$ cat src/design/kvls_pkg.sv
// kvls_pkg: shared types, character codes and defaults for the key/value line scanner.
// No dependencies; imported by every module of the block.
package kvls_pkg;

    // Fixed field widths
    localparam int CHAR_W    = 8;
    localparam int KEY_TXT_W = 64;
    localparam int KEY_LEN_W = 4;
    localparam int LEN_W     = 9;
    localparam int CFG_IDX_W = 1;

    // Parameter defaults
    localparam int KEY_MAX_DEF   = 8;
    localparam int MAX_VALUE_DEF = 256;

    // Register indexes on the configuration port
    localparam logic [CFG_IDX_W-1:0] REG_KEY_TEXT   = 1'd0;
    localparam logic [CFG_IDX_W-1:0] REG_KEY_LENGTH = 1'd1;

    // Character codes
    localparam logic [CHAR_W-1:0] CH_HASH  = 8'h23;
    localparam logic [CHAR_W-1:0] CH_SEMI  = 8'h3B;
    localparam logic [CHAR_W-1:0] CH_CR    = 8'h0D;
    localparam logic [CHAR_W-1:0] CH_LF    = 8'h0A;
    localparam logic [CHAR_W-1:0] CH_TAB   = 8'h09;
    localparam logic [CHAR_W-1:0] CH_EQ    = 8'h3D;
    localparam logic [CHAR_W-1:0] CH_SPACE = 8'h20;

    // Scanner phase, one-hot
    typedef enum logic [4:0] {
        PH_KEY        = 5'b00001,
        PH_WAIT_VALUE = 5'b00010,
        PH_SKIP_LINE  = 5'b00100,
        PH_IN_VALUE   = 5'b01000,
        PH_DONE       = 5'b10000
    } phase_t;

    // Key configuration as seen by the scanner (length already saturated)
    typedef struct packed {
        logic [KEY_TXT_W-1:0] text;
        logic [KEY_LEN_W-1:0] len;
    } key_cfg_t;

    // One result beat
    typedef struct packed {
        logic              byte_valid;
        logic [CHAR_W-1:0] value_byte;
        logic              is_end;
        logic              found;
        logic              truncated;
        logic [LEN_W-1:0]  value_length;
    } result_t;

    // Scanner status for checks at the top level
    typedef struct packed {
        phase_t phase;
        logic   count_zero;
    } scan_status_t;

endpackage

$ cat src/design/kvls_cfg_regs.sv
// kvls_cfg_regs: key text and key length registers behind the configuration port.
// Depends on kvls_pkg; saturates the key length to KEY_MAX for the scanner.
module kvls_cfg_regs
    import kvls_pkg::*;
#(
    parameter int KEY_MAX = KEY_MAX_DEF
) (
    input  logic                 aclk,
    input  logic                 aresetn,
    input  logic                 cfg_valid,
    output logic                 cfg_ready,
    input  logic [CFG_IDX_W-1:0] cfg_index,
    input  logic [KEY_TXT_W-1:0] cfg_data,
    output key_cfg_t             key_cfg
);

    logic [KEY_TXT_W-1:0] key_text_reg;
    logic [KEY_LEN_W-1:0] key_length_reg;
    logic [KEY_LEN_W-1:0] key_max_c;

    assign cfg_ready = 1'b1;
    assign key_max_c = KEY_LEN_W'(KEY_MAX);

    // Register writes
    always_ff @(posedge aclk) begin
        if (!aresetn) begin
            key_text_reg   <= '0;
            key_length_reg <= KEY_LEN_W'(1);
        end else if (cfg_valid) begin
            case (cfg_index)
                REG_KEY_TEXT:   key_text_reg   <= cfg_data;
                REG_KEY_LENGTH: key_length_reg <= cfg_data[KEY_LEN_W-1:0];
                default: ;
            endcase
        end
    end

    // Lengths above KEY_MAX clamp; zero is passed through and never matches
    always_comb begin
        key_cfg.text = key_text_reg;
        key_cfg.len  = (key_length_reg > key_max_c) ? key_max_c : key_length_reg;
    end

endmodule

$ cat src/design/kvls_scan.sv
// kvls_scan: scanner state registers and the per-byte next-state and result logic.
// Depends on kvls_pkg; takes the key from kvls_cfg_regs, feeds kvls_out_stage.
module kvls_scan
    import kvls_pkg::*;
#(
    parameter int MAX_VALUE = MAX_VALUE_DEF
) (
    input  logic              aclk,
    input  logic              aresetn,
    input  logic              accept,
    input  logic [CHAR_W-1:0] char_byte,
    input  logic              end_of_stream,
    input  key_cfg_t          key_cfg,
    output logic              res_valid,
    output result_t           res,
    output scan_status_t      status
);

    localparam int VCNT_W = $clog2(MAX_VALUE + 1);

    phase_t                phase_reg, phase_next;
    logic [KEY_LEN_W-1:0]  kpos_reg, kpos_next;
    logic [VCNT_W-1:0]     vcnt_reg, vcnt_next;
    logic [VCNT_W-1:0]     cnt_inc;
    logic [CHAR_W-1:0]     key_byte;
    logic                  newline;
    logic                  blank;
    logic                  emit;

    assign newline  = char_byte inside {CH_CR, CH_LF};
    assign blank    = char_byte inside {CH_SPACE, CH_TAB};
    assign key_byte = key_cfg.text[{kpos_reg[2:0], 3'b000} +: CHAR_W];
    // first value byte restarts the count
    assign cnt_inc  = ((phase_reg == PH_WAIT_VALUE) ? '0 : vcnt_reg) + VCNT_W'(1);

    // Per-byte step
    always_comb begin
        phase_next = phase_reg;
        kpos_next  = kpos_reg;
        vcnt_next  = vcnt_reg;
        res_valid  = 1'b0;
        res        = '0;
        emit       = 1'b0;
        if (end_of_stream) begin
            if (phase_reg == PH_IN_VALUE) begin
                res_valid        = 1'b1;
                res.is_end       = 1'b1;
                res.found        = 1'b1;
                res.value_length = LEN_W'(vcnt_reg);
            end else if (phase_reg != PH_DONE) begin
                res_valid  = 1'b1;
                res.is_end = 1'b1;
            end
            phase_next = PH_KEY;
            kpos_next  = '0;
            vcnt_next  = '0;
        end else begin
            case (phase_reg)
                PH_KEY: begin
                    if (kpos_reg == '0 && (char_byte inside {CH_HASH, CH_SEMI})) begin
                        phase_next = PH_SKIP_LINE;
                    end else if (newline) begin
                        kpos_next = '0;
                    end else if (blank || char_byte == CH_EQ) begin
                        if (kpos_reg != '0)
                            phase_next = (kpos_reg == key_cfg.len) ? PH_WAIT_VALUE
                                                                   : PH_SKIP_LINE;
                    end else if (kpos_reg >= key_cfg.len || char_byte != key_byte) begin
                        phase_next = PH_SKIP_LINE;
                    end else begin
                        kpos_next = kpos_reg + KEY_LEN_W'(1);
                    end
                end
                PH_WAIT_VALUE: begin
                    if (newline) begin
                        kpos_next  = '0;
                        phase_next = PH_KEY;
                    end else if (!blank) begin
                        phase_next = PH_IN_VALUE;
                        emit       = 1'b1;
                    end
                end
                PH_SKIP_LINE: begin
                    if (newline) begin
                        kpos_next  = '0;
                        phase_next = PH_KEY;
                    end
                end
                PH_IN_VALUE: begin
                    if (newline || char_byte == CH_TAB) begin
                        phase_next       = PH_DONE;
                        res_valid        = 1'b1;
                        res.is_end       = 1'b1;
                        res.found        = 1'b1;
                        res.value_length = LEN_W'(vcnt_reg);
                    end else begin
                        emit = 1'b1;
                    end
                end
                default: ;
            endcase

            // Value byte out; the length limit ends the scan in the same beat
            if (emit) begin
                vcnt_next      = cnt_inc;
                res_valid      = 1'b1;
                res.byte_valid = 1'b1;
                res.value_byte = char_byte;
                if (cnt_inc >= VCNT_W'(MAX_VALUE)) begin
                    phase_next       = PH_DONE;
                    res.is_end       = 1'b1;
                    res.found        = 1'b1;
                    res.truncated    = 1'b1;
                    res.value_length = LEN_W'(cnt_inc);
                end
            end
        end
    end

    // State registers
    always_ff @(posedge aclk) begin
        if (!aresetn) begin
            phase_reg <= PH_KEY;
            kpos_reg  <= '0;
            vcnt_reg  <= '0;
        end else if (accept) begin
            phase_reg <= phase_next;
            kpos_reg  <= kpos_next;
            vcnt_reg  <= vcnt_next;
        end
    end

    assign status.phase      = phase_reg;
    assign status.count_zero = (vcnt_reg == '0);

endmodule

$ cat src/design/kvls_out_stage.sv
// kvls_out_stage: result register between the scanner and the m_ channel.
// Depends on kvls_pkg; holds a beat while the receiver stalls.
module kvls_out_stage
    import kvls_pkg::*;
(
    input  logic    aclk,
    input  logic    aresetn,
    input  logic    accept,
    input  logic    res_valid,
    input  result_t res,
    output logic    s_ready,
    output logic    m_valid,
    input  logic    m_ready,
    output result_t m_res
);

    logic    m_valid_reg, m_valid_next;
    result_t m_res_reg;

    // Take a new item whenever the held beat is gone or leaves this cycle
    assign s_ready = !m_valid_reg || m_ready;

    always_comb begin
        m_valid_next = m_valid_reg;
        if (accept)
            m_valid_next = res_valid;
        else if (m_ready)
            m_valid_next = 1'b0;
    end

    always_ff @(posedge aclk) begin
        if (!aresetn)
            m_valid_reg <= 1'b0;
        else
            m_valid_reg <= m_valid_next;
    end

    // Payload, no reset
    always_ff @(posedge aclk) begin
        if (accept && res_valid)
            m_res_reg <= res;
    end

    assign m_valid = m_valid_reg;
    assign m_res   = m_res_reg;

endmodule

$ cat src/design/key_value_line_scanner_top.sv
// key_value_line_scanner_top: top level of the key/value line scanner.
// Depends on kvls_pkg, kvls_cfg_regs, kvls_scan and kvls_out_stage.
//
// Usage:
//   s_ channel: one text byte per beat (s_char_byte), or an end-of-stream
//   beat (s_end_of_stream = 1, byte ignored) that closes the scan and
//   rearms the scanner for the next one.
//   m_ channel: zero or one result beat per input beat. A value byte comes
//   out with m_byte_valid; the last beat of a scan has m_is_end with
//   m_found, m_truncated and m_value_length.
//   cfg_ channel: index 0 writes the 64-bit key text (first char in bits
//   7..0), index 1 the key length; write only while the block is idle.
// Output: a result is registered and on m_ in the cycle after its input.
// Throughput: one byte per cycle unless m_ready stalls; the step logic
//   is a single pass between the scanner state and result registers.
// Reset: clears the scanner to key matching at line start, key text to 0,
//   key length to 1, and drops m_valid.
// Stall: when m_ready is low with a beat held, s_ready drops in the same
//   cycle; nothing is lost and the held beat stays unchanged.
module key_value_line_scanner_top
    import kvls_pkg::*;
#(
    parameter int KEY_MAX   = KEY_MAX_DEF,
    parameter int MAX_VALUE = MAX_VALUE_DEF
) (
    input  logic                 aclk,
    input  logic                 aresetn,
    // input bytes
    input  logic                 s_valid,
    output logic                 s_ready,
    input  logic [CHAR_W-1:0]    s_char_byte,
    input  logic                 s_end_of_stream,
    // results
    output logic                 m_valid,
    input  logic                 m_ready,
    output logic                 m_byte_valid,
    output logic [CHAR_W-1:0]    m_value_byte,
    output logic                 m_is_end,
    output logic                 m_found,
    output logic                 m_truncated,
    output logic [LEN_W-1:0]     m_value_length,
    // configuration writes
    input  logic                 cfg_valid,
    output logic                 cfg_ready,
    input  logic [CFG_IDX_W-1:0] cfg_index,
    input  logic [KEY_TXT_W-1:0] cfg_data
);

    key_cfg_t     key_cfg;
    result_t      res;
    result_t      m_res;
    scan_status_t status;
    logic         res_valid;
    logic         accept;

    assign accept = s_valid && s_ready;

    kvls_cfg_regs #(
        .KEY_MAX (KEY_MAX)
    ) u_cfg (
        .aclk      (aclk),
        .aresetn   (aresetn),
        .cfg_valid (cfg_valid),
        .cfg_ready (cfg_ready),
        .cfg_index (cfg_index),
        .cfg_data  (cfg_data),
        .key_cfg   (key_cfg)
    );

    kvls_scan #(
        .MAX_VALUE (MAX_VALUE)
    ) u_scan (
        .aclk          (aclk),
        .aresetn       (aresetn),
        .accept        (accept),
        .char_byte     (s_char_byte),
        .end_of_stream (s_end_of_stream),
        .key_cfg       (key_cfg),
        .res_valid     (res_valid),
        .res           (res),
        .status        (status)
    );

    kvls_out_stage u_out (
        .aclk      (aclk),
        .aresetn   (aresetn),
        .accept    (accept),
        .res_valid (res_valid),
        .res       (res),
        .s_ready   (s_ready),
        .m_valid   (m_valid),
        .m_ready   (m_ready),
        .m_res     (m_res)
    );

    assign m_byte_valid   = m_res.byte_valid;
    assign m_value_byte   = m_res.value_byte;
    assign m_is_end       = m_res.is_end;
    assign m_found        = m_res.found;
    assign m_truncated    = m_res.truncated;
    assign m_value_length = m_res.value_length;

    // An end-of-stream beat always rearms the scanner
    a_eos_rearms: assert property (@(posedge aclk) disable iff (!aresetn)
        accept && s_end_of_stream |=> status.phase == PH_KEY && status.count_zero)
        else $error("scanner not rearmed after end of stream");

    // A miss reports no length and no truncation
    a_miss_empty: assert property (@(posedge aclk) disable iff (!aresetn)
        m_valid && m_is_end && !m_found |-> m_value_length == '0 && !m_truncated
            && !m_byte_valid)
        else $error("end beat without a value carries data");

    // Truncation only on the last value byte of a found value
    a_trunc_shape: assert property (@(posedge aclk) disable iff (!aresetn)
        m_valid && m_truncated |-> m_is_end && m_found && m_byte_valid)
        else $error("truncation flag on a malformed beat");

    // A value byte can carry the end only when the limit was hit
    a_byte_end: assert property (@(posedge aclk) disable iff (!aresetn)
        m_valid && m_byte_valid && m_is_end |-> m_truncated)
        else $error("value byte ends the scan without truncation");

    // After the scan is done nothing gets past the scanner, not even end of stream
    a_done_quiet: assert property (@(posedge aclk) disable iff (!aresetn)
        status.phase == PH_DONE |-> !res_valid)
        else $error("result produced after the scan ended");

endmodule
$ cat config.mk
export PLATFORM = sky130hd
export DESIGN_NAME = key_value_line_scanner_top
export DESIGN_NICKNAME = d
export VERILOG_FILES = /design/src/design/kvls_pkg.sv /design/src/design/kvls_cfg_regs.sv /design/src/design/kvls_scan.sv /design/src/design/kvls_out_stage.sv /design/src/design/key_value_line_scanner_top.sv
export SDC_FILE = /design/constraint.sdc
export NUM_CORES = 1
export LEC_CHECK = 0
export BUFFER_PORTS_ARGS = -buffer_cell sky130_fd_sc_hd__buf_2
export CAP_MARGIN = 20
export CORE_AREA = 2 2 78 136
export CTS_BUF_LIST = sky130_fd_sc_hd__clkbuf_8
export CTS_CLUSTER_SIZE = 30
export DETAILED_ROUTE_END_ITERATION = 10
export DIE_AREA = 0 0 80 138
export GPL_ROUTABILITY_DRIVEN = 0
export PLACE_DENSITY = 0.81
export SLEW_MARGIN = 30
export SYNTH_ARGS = -nofsm -noshare
export SYNTH_HDL_FRONTEND = slang
export SYNTH_SLANG_ARGS = --single-unit
$ cat constraint.sdc
create_clock -name aclk -period 3.37 [get_ports aclk]
set_input_delay 0.337 -clock aclk [delete_from_list [all_inputs] [get_ports aclk]]
set_output_delay 0.337 -clock aclk [all_outputs]
set_load 0.05 [all_outputs]
==> results.md <==
- Status: finished, final reports clean
- Slew HR: 0.509
- M1 WL: a little over 5 mm
- Synth Instances: roughly 650
- Synth area leader: dfxtp_1
- Antenna viol nets, final: 0
- ANT cells: 0
- Number of global-route vias before repair: 4933
- CP endpoint kind: register
- Count leader, synth: nand2_1
- Top FF cell, synth: dfxtp_1
- Pins Over Slew Limit: 0
- CTS Buf Count: 9
- Post-DP HPWL: about 11 mm
- Worst-path clk slew: 0.10 ns
- Final #Nets: approximately 800
- Post-DR vias/cell: approximately 5.8
- Max Freq: 318 MHz
- Clk sinks: roughly 110
- Worst-path maximum fanout: 6
- IO Port Bufs: about 100
- Post-synth ARST share: 0
- Row cnt: a little under 50
- Initial drt markers: between 200 and 250
- Hold crit path type: input pin to register
- Share of the synthesized area in the top cell type: 0.309
- Placement Cell Area: ~0.0062 sq mm
- Most common library cells after synthesis: nand2_1 (158), dfxtp_1 (87), a21boi_0 (65)
- Routed length per instance: around 17 um
- Synthesized Nets: around 730
- Max Cap Viol: 0
- Antenna violations before repair: 0
- Routed vias: around 5000
- DR DRC count: 0
- Synth Register Bits: approximately 110
- Largest register FFs: 64
- Drt pass-1 iters: 5
- Static leakage: between 2 and 2.5 nW
- Syn-to-layout area delta: 13.5%
- CTS Root Cell: clkbuf_8
- Kind of critical path: register to register
- Clock Path Buffers: 2
- Gr usage total: 0.264
- Final period util: 0.934
- First-pass GRT wire length: between 20 and 25 mm
- Seq/Total Area, Yosys: 0.421
- Power per cell area: between 300 and 400 mW/mm^2
- Setup violations, final: 0
- Layout cells sized above 1: 0.211
- H-tree levels: 3
- Met2 wire len: between 7 and 8 mm
- Gr ovfl total: 0
- Die area: approximately 0.011 sq mm
- Worst-Skew Late Latency: around 0.38 ns
- CTS tree: yes
- Met3 wire len: between 600 and 700 um
- Yosys warns: 0
- Die Width: 80 um
- Synth unique cells: 61
- Synth Cell Area: ~0.0056 sq mm
- Largest net degree at the start of global routing: 67
- Synth Area per Inst: between 8 and 9 sq um
- Top cells by area, synth: dfxtp_1 (31%), edfxtp_1 (11%), nand2_1 (11%)
- Total Power: 2.48 mW
- Maximum VDD drop: roughly 270 uV
- Core box area: ~0.010 sq mm
- Worst setup SP type: register
- Fin. Hold Viols: 0
- Setup slack at placement: around 0.17 ns
- Total routed wirelength: 14.2 mm
- CP Data Arrival Time: between 3 and 4 ns
- Period minus WS final: 3.15 ns
- Final Cell Area: between 0.006 and 0.007 sq mm
- Setup ws final: 0.223 ns
- Top layer in use: met4
- Hold_buf cts: 0
- Final Skew: 0.00631 ns
- Worst slew pin tran: between 0.7 and 0.8 ns
- Die Y: ~140 um
- Post-synth EDFFs: 21
- IO Pins: about 100
- Setup TNS: 0 ns
- Req. time, crit path: 3.68 ns
- Initial Utilization: 0.561
## cell families (layout without fill, tap and decap cells)
kind of cell             count (synthesis)  in the layout  share of synthesized area
AO/OA/AOI/OAI                          149            149                      0.194
XOR/XNOR                                10             10                     0.0155
adder cells (fa/ha/maj)                  7              7                     0.0155
buffers and inverters                   56            140                     0.0397
flip-flops                             108            108                      0.421
multiplexers                            30             30                     0.0770
other                                    1              1                   0.000665
AND/OR/NAND/NOR                        286            286                      0.237
## stage by stage
stage,hold slack [ns],std cells,util
2_1_floorplan,0.433,647,-
3_3_place_gp,0.450,839,0.616
3_5_place_dp,0.454,839,0.616
4_1_cts,0.185,855,0.634
5_1_grt,0.180,858,0.637
6_report,0.197,858,0.637
## worst paths after layout
path / start / end / slack [ns] / cells past startpoint
setup reg to reg: u_cfg.key_length_reg[3]$_SDFFE_PN0P_ / u_scan.kpos_reg[2]$_SDFFE_PN0P_ / 0.22 / 10
setup / recovery: u_cfg.key_length_reg[3]$_SDFFE_PN0P_ / u_scan.kpos_reg[2]$_SDFFE_PN0P_ / 0.22 / 10
hold / removal: cfg_data[7] / u_cfg.key_text_reg[7]$_SDFFE_PN0P_ / 0.20 / 3
hold reg to reg: u_cfg.key_text_reg[25]$_SDFFE_PN0P_ / u_cfg.key_text_reg[25]$_SDFFE_PN0P_ / 0.47 / 2
## per-layer routing
layer	vias to the layer above	track usage
met5	-	0
met3	57	0.0490
met4	0	0.159
met2	205	0.471
li1	2420	-
met1	2325	0.278
## what timing repair did
item,in CTS,in global routing
buffers inserted,0,2
resized for setup,0,1
endpoints found under the setup margin,0,9
## where the power goes
part / switching, mW / internal, mW
Clock: 0.459 / 0.273
Combinational: 0.219 / 0.139
Sequential: 0.0290 / 1.36
## worst max-delay path, cell delays in order (launching register included)
cell and delay [ns]:
dfxtp_1 0.33, inv_1 0.10, nand2_1 0.07, ha_1 0.31
and4_1 0.23, or2_2 0.29, or4bb_1 0.49, a211oi_2 0.34
a41oi_2 0.24, or4_1 0.56, o21ai_1 0.10
## cell usage in the layout (no fill, tap or decap), types with 4 or more instances in the layout
cell / n
or4_1: 4
nand3_1: 15
dfxtp_1: 87
buf_2: 101
a22o_1: 4
inv_1: 12
nor2_1: 27
nand4_1: 7
mux4_2: 6
nand2b_1: 8
nor4_1: 4
mux2i_1: 16
o211ai_1: 7
or2_2: 5
mux2_2: 4
nand2_1: 158
nor2b_1: 15
ha_1: 7
a21oi_1: 15
clkbuf_8: 9
a21boi_0: 65
buf_4: 10
edfxtp_1: 21
nor3_1: 8
xnor2_1: 7
a211oi_1: 5
o21ai_0: 15
a22oi_1: 8
and2_1: 16
## cell type report
class                           count  area (sq um)
Multi-Input combinational cell    483          3060
Inverter                           12          45.0
Clock buffer                        9           124
Fill cell                         874          3650
Clock inverter                      7          51.3
Sequential cell                   108          2370
Tap cell                          127           159
Timing Repair Buffer              112           592
Power figures use the tool's default switching activity.
